[config.mk]
export PLATFORM = sky130hd
export DESIGN_NAME = keyed_record_table
export DESIGN_NICKNAME = d
export VERILOG_FILES = /design/src/rtl/krt_pkg.sv /design/src/rtl/keyed_record_table.sv /design/src/rtl/krt_front.sv /design/src/rtl/krt_engine.sv
export SDC_FILE = /design/constraint.sdc
export NUM_CORES = 2
export LEC_CHECK = 0
export BUFFER_PORTS_ARGS = -buffer_cell sky130_fd_sc_hd__buf_2
export CORE_ASPECT_RATIO = 1.25
export CORE_UTILIZATION = 45
export CTS_CLUSTER_DIAMETER = 30
export CTS_CLUSTER_SIZE = 14
export DETAILED_ROUTE_END_ITERATION = 6
export GPL_ROUTABILITY_DRIVEN = 0
export PLACE_DENSITY = 0.64
export SYNTH_ARGS = -nofsm -noshare
export SYNTH_HDL_FRONTEND = slang
export SYNTH_SLANG_ARGS = --single-unit
[constraint.sdc]
create_clock -name clock -period 12 [get_ports clock]
set_input_delay 2.4 -clock clock [delete_from_list [all_inputs] [get_ports clock]]
set_output_delay 2.4 -clock clock [all_outputs]
set_load 0.01 [all_outputs]
[src/rtl/krt_pkg.sv]
// krt_pkg: types, constants and helper functions shared by the keyed record table
// used by krt_front, krt_engine and keyed_record_table; no dependencies
package krt_pkg;

   localparam int CAPACITY    = 32;
   localparam int TAG_BITS    = 32;
   localparam int MAX_RESULTS = 32;
   localparam int KEY_W       = 32;
   localparam int OUT_TAG_W   = 32;
   localparam int FILL_W      = 6;
   localparam int CNT_W       = $clog2(CAPACITY + 1);
   localparam int IDX_W       = (CAPACITY > 1) ? $clog2(CAPACITY) : 1;
   localparam int QUEUE_DEPTH = 2;
   localparam int QPTR_W      = (QUEUE_DEPTH > 1) ? $clog2(QUEUE_DEPTH) : 1;
   localparam int QCNT_W      = $clog2(QUEUE_DEPTH + 1);

   typedef enum logic [1:0] {
      FUNC_INSERT = 2'd0,
      FUNC_LOOKUP = 2'd1,
      FUNC_REMOVE = 2'd2,
      FUNC_LIST   = 2'd3
   } func_type;

   typedef enum logic [1:0] {
      OP_INSERT,
      OP_LOOKUP,
      OP_REMOVE,
      OP_LIST
   } op_type;

   typedef enum logic [1:0] {
      STATUS_OK   = 2'd0,
      STATUS_MISS = 2'd1,
      STATUS_FULL = 2'd2
   } status_type;

   typedef enum logic [1:0] {
      ENG_IDLE,
      ENG_SCAN,
      ENG_SHIFT,
      ENG_LIST
   } eng_state_type;

   typedef struct packed {
      func_type                  func;
      logic signed [KEY_W-1:0]   record_key;
      logic [31:0]               record_tag;
   } req_type;

   typedef struct packed {
      status_type                status;
      logic signed [KEY_W-1:0]   found_key;
      logic [OUT_TAG_W-1:0]      found_tag;
      logic [FILL_W-1:0]         fill_count;
      logic                      last;
   } rsp_type;

   typedef struct packed {
      op_type                    op;
      logic signed [KEY_W-1:0]   key;
      logic [TAG_BITS-1:0]       tag;
   } cmd_type;

   function automatic logic [TAG_BITS-1:0] tag_from_req(input logic [31:0] t);
      logic [63:0] w;
      w = 64'(t);
      return w[TAG_BITS-1:0];
   endfunction

   function automatic logic [OUT_TAG_W-1:0] tag_to_rsp(input logic [TAG_BITS-1:0] t);
      logic [63:0] w;
      w = 64'(t);
      return w[OUT_TAG_W-1:0];
   endfunction

   function automatic rsp_type make_rsp(input status_type           status,
                                        input logic signed [KEY_W-1:0] key,
                                        input logic [OUT_TAG_W-1:0] tag,
                                        input logic [CNT_W-1:0]     cnt,
                                        input logic                 last);
      rsp_type     r;
      logic [63:0] w;
      w            = 64'(cnt);
      r.status     = status;
      r.found_key  = key;
      r.found_tag  = tag;
      r.fill_count = w[FILL_W-1:0];
      r.last       = last;
      return r;
   endfunction

endpackage

[src/rtl/keyed_record_table.sv]
// keyed_record_table: top level of the keyed record table
// depends on krt_pkg, krt_front and krt_engine
//
// Requests arrive on req_valid/req_ready with req (func, record_key,
// record_tag); results leave on rsp_valid/rsp_ready with rsp (status,
// found_key, found_tag, fill_count, last). Both are valid/ready channels.
// A two-entry queue holds classified requests ahead of the engine, so the
// block keeps taking requests while a result waits in the output register.
// Insert: one result, registered in the cycle after the engine takes it.
// Lookup and remove: a linear search through the record store, one record
// a cycle; remove then moves each later record down one slot, one a cycle,
// before the next request starts. List: after a registered read, one result
// per cycle while rsp_ready is high, at most 32 results, the final one with
// last set; an empty table gives one not-found result. Reset empties the
// table and the queue at once; no clearing pass is needed. When
// rsp_ready is low the engine holds its work and the queue fills, then
// req_ready drops.
module keyed_record_table import krt_pkg::*; (
   input  logic    clock,
   input  logic    reset,
   input  logic    req_valid,
   output logic    req_ready,
   input  req_type req,
   output logic    rsp_valid,
   input  logic    rsp_ready,
   output rsp_type rsp
);

   logic    cmd_valid;
   logic    cmd_pop;
   cmd_type cmd;

   krt_front u_front (
      .clock     (clock),
      .reset     (reset),
      .req_valid (req_valid),
      .req_ready (req_ready),
      .req       (req),
      .cmd_valid (cmd_valid),
      .cmd       (cmd),
      .cmd_pop   (cmd_pop)
   );

   krt_engine u_engine (
      .clock     (clock),
      .reset     (reset),
      .cmd_valid (cmd_valid),
      .cmd       (cmd),
      .cmd_pop   (cmd_pop),
      .rsp_valid (rsp_valid),
      .rsp_ready (rsp_ready),
      .rsp       (rsp)
   );

   a_miss_empty: assert property (@(posedge clock) disable iff (reset)
      rsp_valid && rsp.status != STATUS_OK |-> rsp.found_key == '0 && rsp.found_tag == '0)
      else $error("failed result carries a record");

   a_full_count: assert property (@(posedge clock) disable iff (reset)
      rsp_valid && rsp.status == STATUS_FULL |-> rsp.last && rsp.fill_count == FILL_W'(CAPACITY))
      else $error("full reported below capacity");

   a_queue_backpressure: assert property (@(posedge clock) disable iff (reset)
      !req_ready |-> cmd_valid)
      else $error("request stalled with an empty queue");

   a_pop_needs_entry: assert property (@(posedge clock) disable iff (reset)
      cmd_pop |-> cmd_valid)
      else $error("engine took a command from an empty queue");

endmodule

[src/rtl/krt_front.sv]
// krt_front: accepts requests, classifies them into commands and queues them
// depends on krt_pkg
module krt_front import krt_pkg::*; (
   input  logic    clock,
   input  logic    reset,
   input  logic    req_valid,
   output logic    req_ready,
   input  req_type req,
   output logic    cmd_valid,
   output cmd_type cmd,
   input  logic    cmd_pop
);

   cmd_type           q_ff [QUEUE_DEPTH];
   logic [QPTR_W-1:0] wptr_ff, wptr_in;
   logic [QPTR_W-1:0] rptr_ff, rptr_in;
   logic [QCNT_W-1:0] qcnt_ff, qcnt_in;
   logic              push;
   cmd_type           classified;

   always_comb begin
      classified.key = req.record_key;
      classified.tag = tag_from_req(req.record_tag);
      case (req.func)
         FUNC_INSERT: classified.op = OP_INSERT;
         FUNC_LOOKUP: classified.op = OP_LOOKUP;
         FUNC_REMOVE: classified.op = OP_REMOVE;
         FUNC_LIST:   classified.op = OP_LIST;
         default:     classified.op = OP_LIST;
      endcase
   end

   assign req_ready = (qcnt_ff != QCNT_W'(QUEUE_DEPTH));
   assign push      = req_valid && req_ready;
   assign cmd_valid = (qcnt_ff != '0);
   assign cmd       = q_ff[rptr_ff];

   always_comb begin
      wptr_in = push ? QPTR_W'(wptr_ff + 1'b1) : wptr_ff;
      rptr_in = cmd_pop ? QPTR_W'(rptr_ff + 1'b1) : rptr_ff;
      qcnt_in = qcnt_ff;
      if (push && !cmd_pop) begin
         qcnt_in = QCNT_W'(qcnt_ff + 1'b1);
      end else if (!push && cmd_pop) begin
         qcnt_in = QCNT_W'(qcnt_ff - 1'b1);
      end
   end

   always_ff @(posedge clock) begin
      if (reset) begin
         wptr_ff <= '0;
         rptr_ff <= '0;
         qcnt_ff <= '0;
      end else begin
         wptr_ff <= wptr_in;
         rptr_ff <= rptr_in;
         qcnt_ff <= qcnt_in;
      end
   end

   always_ff @(posedge clock) begin
      if (push) begin
         q_ff[wptr_ff] <= classified;
      end
   end

endmodule

[src/rtl/krt_engine.sv]
// krt_engine: record store, search and shift sequencer and result register
// depends on krt_pkg
module krt_engine import krt_pkg::*; (
   input  logic    clock,
   input  logic    reset,
   input  logic    cmd_valid,
   input  cmd_type cmd,
   output logic    cmd_pop,
   output logic    rsp_valid,
   input  logic    rsp_ready,
   output rsp_type rsp
);

   logic [KEY_W-1:0]    key_mem [CAPACITY];
   logic [TAG_BITS-1:0] tag_mem [CAPACITY];

   eng_state_type       state_ff, state_in;
   logic [CNT_W-1:0]    cnt_ff, cnt_in;
   logic [CNT_W-1:0]    idx_ff, idx_in;
   logic [CNT_W-1:0]    pidx_ff, pidx_in;
   logic                pend_ff, pend_in;
   cmd_type             cmd_ff, cmd_in;
   logic                rsp_valid_ff, rsp_valid_in;
   rsp_type             rsp_ff, rsp_in;
   logic [KEY_W-1:0]    rd_key_ff;
   logic [TAG_BITS-1:0] rd_tag_ff;

   logic                mem_we, mem_re;
   logic [IDX_W-1:0]    mem_waddr;
   logic [KEY_W-1:0]    mem_wkey;
   logic [TAG_BITS-1:0] mem_wtag;
   logic                out_free, hit, emit_now, list_last;
   logic [CNT_W-1:0]    list_lim, pnext, shift_addr;

   assign out_free   = !rsp_valid_ff || rsp_ready;
   assign hit        = pend_ff && (rd_key_ff == cmd_ff.key);
   assign list_lim   = (int'(cnt_ff) > MAX_RESULTS) ? CNT_W'(MAX_RESULTS) : cnt_ff;
   assign pnext      = CNT_W'(pidx_ff + 1'b1);
   assign shift_addr = CNT_W'(pidx_ff - 1'b1);
   assign list_last  = (pnext == list_lim);
   assign emit_now   = pend_ff && out_free;
   assign rsp_valid  = rsp_valid_ff;
   assign rsp        = rsp_ff;

   always_comb begin
      state_in     = state_ff;
      cnt_in       = cnt_ff;
      idx_in       = idx_ff;
      pidx_in      = pidx_ff;
      pend_in      = pend_ff;
      cmd_in       = cmd_ff;
      rsp_valid_in = rsp_valid_ff && !rsp_ready;
      rsp_in       = rsp_ff;
      cmd_pop      = 1'b0;
      mem_we       = 1'b0;
      mem_re       = 1'b0;
      mem_waddr    = cnt_ff[IDX_W-1:0];
      mem_wkey     = cmd.key;
      mem_wtag     = cmd.tag;
      case (state_ff)
         ENG_IDLE: begin
            if (cmd_valid && out_free) begin
               cmd_pop = 1'b1;
               cmd_in  = cmd;
               idx_in  = '0;
               pend_in = 1'b0;
               case (cmd.op)
                  OP_INSERT: begin
                     rsp_valid_in = 1'b1;
                     if (cnt_ff == CNT_W'(CAPACITY)) begin
                        rsp_in = make_rsp(STATUS_FULL, '0, '0, cnt_ff, 1'b1);
                     end else begin
                        mem_we = 1'b1;
                        cnt_in = CNT_W'(cnt_ff + 1'b1);
                        rsp_in = make_rsp(STATUS_OK, cmd.key, tag_to_rsp(cmd.tag),
                                          CNT_W'(cnt_ff + 1'b1), 1'b1);
                     end
                  end
                  OP_LOOKUP, OP_REMOVE: begin
                     state_in = ENG_SCAN;
                  end
                  OP_LIST: begin
                     if (cnt_ff == '0) begin
                        rsp_valid_in = 1'b1;
                        rsp_in       = make_rsp(STATUS_MISS, '0, '0, cnt_ff, 1'b1);
                     end else begin
                        state_in = ENG_LIST;
                     end
                  end
                  default: state_in = ENG_IDLE;
               endcase
            end
         end
         ENG_SCAN: begin
            if (idx_ff < cnt_ff) begin
               mem_re  = 1'b1;
               idx_in  = CNT_W'(idx_ff + 1'b1);
               pidx_in = idx_ff;
               pend_in = 1'b1;
            end else begin
               pend_in = 1'b0;
            end
            if (hit) begin
               rsp_valid_in = 1'b1;
               if (cmd_ff.op == OP_REMOVE) begin
                  rsp_in   = make_rsp(STATUS_OK, rd_key_ff, tag_to_rsp(rd_tag_ff),
                                      CNT_W'(cnt_ff - 1'b1), 1'b1);
                  state_in = ENG_SHIFT;
               end else begin
                  rsp_in   = make_rsp(STATUS_OK, rd_key_ff, tag_to_rsp(rd_tag_ff),
                                      cnt_ff, 1'b1);
                  state_in = ENG_IDLE;
               end
            end else if (!pend_ff && idx_ff >= cnt_ff) begin
               rsp_valid_in = 1'b1;
               rsp_in       = make_rsp(STATUS_MISS, '0, '0, cnt_ff, 1'b1);
               state_in     = ENG_IDLE;
            end
         end
         ENG_SHIFT: begin
            // record at pidx moves down one slot
            if (pend_ff) begin
               mem_we    = 1'b1;
               mem_waddr = shift_addr[IDX_W-1:0];
               mem_wkey  = rd_key_ff;
               mem_wtag  = rd_tag_ff;
            end
            if (idx_ff < cnt_ff) begin
               mem_re  = 1'b1;
               idx_in  = CNT_W'(idx_ff + 1'b1);
               pidx_in = idx_ff;
               pend_in = 1'b1;
            end else begin
               pend_in = 1'b0;
            end
            if (!pend_ff && idx_ff >= cnt_ff) begin
               cnt_in   = CNT_W'(cnt_ff - 1'b1);
               state_in = ENG_IDLE;
            end
         end
         ENG_LIST: begin
            if (emit_now) begin
               rsp_valid_in = 1'b1;
               rsp_in       = make_rsp(STATUS_OK, rd_key_ff, tag_to_rsp(rd_tag_ff),
                                       cnt_ff, list_last);
            end
            if (idx_ff < list_lim && (!pend_ff || emit_now)) begin
               mem_re  = 1'b1;
               idx_in  = CNT_W'(idx_ff + 1'b1);
               pidx_in = idx_ff;
               pend_in = 1'b1;
            end else if (emit_now) begin
               pend_in = 1'b0;
            end
            if (emit_now && list_last) begin
               state_in = ENG_IDLE;
            end
         end
         default: state_in = ENG_IDLE;
      endcase
   end

   always_ff @(posedge clock) begin
      if (reset) begin
         state_ff     <= ENG_IDLE;
         cnt_ff       <= '0;
         idx_ff       <= '0;
         pend_ff      <= 1'b0;
         rsp_valid_ff <= 1'b0;
      end else begin
         state_ff     <= state_in;
         cnt_ff       <= cnt_in;
         idx_ff       <= idx_in;
         pend_ff      <= pend_in;
         rsp_valid_ff <= rsp_valid_in;
      end
   end

   always_ff @(posedge clock) begin
      pidx_ff <= pidx_in;
      cmd_ff  <= cmd_in;
      rsp_ff  <= rsp_in;
   end

   always_ff @(posedge clock) begin
      if (mem_we) begin
         key_mem[mem_waddr] <= mem_wkey;
         tag_mem[mem_waddr] <= mem_wtag;
      end
      if (mem_re) begin
         rd_key_ff <= key_mem[idx_ff[IDX_W-1:0]];
         rd_tag_ff <= tag_mem[idx_ff[IDX_W-1:0]];
      end
   end

endmodule
==> metrics.cfg <==
[run_status]
status=complete, no violations

[global_route]
grt_util_met2_pct=35.9
first_global_vias=45600
busiest_layer=met2
grtUsageMet3_pct=4.19
antenna_found_initial=13
use_met1_pct=32.0
grt_overflow_total=0
grt_pass1_wl_um=329000
grtUsageTotal_pct=22.5
grt_start_max_net_pins=143

[final_layout]
drive_gt1_share_pct=35.8
layout_commonest_cell=edfxtp_1
final_cell_mix=edfxtp_1, mux4_2, clkbuf_16
fin_cells=7519
fin_nets=4593
fin_area_um2=110000
final_util_pct=54.5
synthToLayoutAreaGrowth_pct=20.0

[power]
vdd_drop_max_uv=187
p_per_area_nw_per_um2=226
power_mw=24.8
leakage_nw=34.4

[cts]
tritoncts=yes
htree_levels=5
cts.sink_count=2378
cts_resized=0
cts-hold-fix-buffers=0
cts_root_buf=clkbuf_16
post_cts_buffers=0
clock_latency_ns=0.99
cts_buffer_depth=4
cts_made_buffers=405
cts.clk_slew.worst_paths_ns=0.05

[route]
via_per_inst=5.96
wire_per_inst_um=30.5
drt-initial-drc-count=5163
routed_wl_um=229000
vias=44800
ant_nets=0
drtPass1Iterations=6
drc=0

[yosys]
synth_top_cell_area_share_pct=77.3
synth_cell_type_count=63
synth_edf_count=2357
netlist_area_um2=91600
synth_ff_type=edfxtp_1
synth.area.top_cells=edfxtp_1, mux4_2, mux2_2
async_flop_share_pct=0
syn-mean-instance-area_um2=22.7
yosysSeqAreaShare_pct=77.7
synth_largest_area_cell=edfxtp_1
synth-seq-cells=2378
synthesis.nets=4136
yosys_warnings=0
syn_inst=4042

[place]
hpwl_um=126000
port_buffers=144
pre_cts_ws_ns=5.73
placed_cell_area_um2=96400
place_inst=6789

[hold_path]
hold_class=reg2reg

[critical_path]
critical_path_arrival_ns=5.90
endpoint_kind=flop
cp_data_required_time_ns=12.52
cp_max_fo=36
worstSetupStartpointType=input port
worstSetupPathType=in2reg

[die]
core_um2=202000
ios=145
dieArea_um2=205000
initial_core_util_pct=45.4
die_w_um=406
rows=184
die_y_um=506

[sta]
rsz0062_at_grt=no
hold_viol_final=0
fin_crit_sh_pct=44.9
setup_ws_ns=6.61
tightest_slew_ns=1.38
clock.fmax_mhz=186
fin_crit_ns=5.39
timing.hold.ws_ns=0.511
fin_skew_ns=0.0986
relSlewSlack_pct=7.82
setup_violations=0
final.setup.tns_ns=0
drv_slew=0

[flow_run]
drv_cap=0

## synth_stat cells, drive strengths merged (5+ instances only)
| cell | number |
|---|---|
| a31oi | 5 |
| clkbuf | 119 |
| xor2 | 38 |
| ha | 24 |
| xnor2 | 11 |
| nand4 | 6 |
| nor4 | 18 |
| nand3 | 13 |
| nand2 | 107 |
| and2 | 6 |
| nor2 | 137 |
| and3 | 7 |
| o21ai | 84 |
| mux4 | 640 |
| a211oi | 10 |
| mux2 | 66 |
| edfxtp | 2357 |
| buf | 88 |
| mux2i | 68 |
| dfxtp | 21 |
| nand2b | 10 |
| nor3 | 14 |
| inv | 56 |
| a21oi | 84 |
## where the power goes
part           internal (mW)  switching [mW]
clock network           7.27            4.00
logic                   1.05            2.11
registers               10.2           0.189
## routing by layer
layer,share of wire (%),vias up
met5,0.0057,-
met4,2.2,2
met3,8.4,341
met2,49,2255
met1,41,24100
li1,-,18100
## path summary, 6_finish.rpt
check | from | endpoint | slack [ns] | cells after the start
worst max-delay path | rsp_ready | u_engine.key_mem[9][5]$_DFFE_PP_ | 6.61 | 9
worst min-delay path | u_front.rptr_ff$_SDFFE_PP0P_ | u_front.rptr_ff$_SDFFE_PP0P_ | 0.51 | 2
worst max register to register | u_engine.cnt_ff[0]$_SDFFE_PP0P_ | u_engine.key_mem[9][5]$_DFFE_PP_ | 7.01 | 10
worst min register to register | u_front.rptr_ff$_SDFFE_PP0P_ | u_front.rptr_ff$_SDFFE_PP0P_ | 0.51 | 2
## logic make-up after synthesis
family                     Yosys count  share of synthesized area (%)
and+or+nand+nor                    334                           1.62
DFF                               2378                           77.7
adders and majority gates           24                          0.328
buffers and inverters              265                           1.19
AOI/OAI and AO/OA                  218                           1.35
xor gates and xnor gates            49                          0.469
muxes                              774                           17.3
## registers in the layout, indices dropped and copies added (netlist names), 32 cells and up, named ones only
register,cells
u_engine.cmd_ff,34
u_engine.key_mem,1024
u_engine.rd_key_ff,32
u_engine.rd_tag_ff,32
u_engine.rsp,73
u_engine.tag_mem,1024
u_front.q_ff,132
## worst max-delay path: stages
cell	delay, ns
buf_2	0.11
nor2b_1	0.09
nor2_1	0.22
nand2_1	0.20
nor3_1	0.63
a31oi_2	0.19
buf_4	0.28
nor2_4	0.90
buf_4	0.78
## layout make-up
type	instances	area (um2)
fill	15100	91800
sequential	2378	71200
multi-input combinational	1399	20000
clock buffer	440	10400
tap	2697	3370
clock inverter	287	3070
timing repair buffer	257	1620
inverter	58	218
antenna	3	7.51
(Power assumes the default switching activity.)
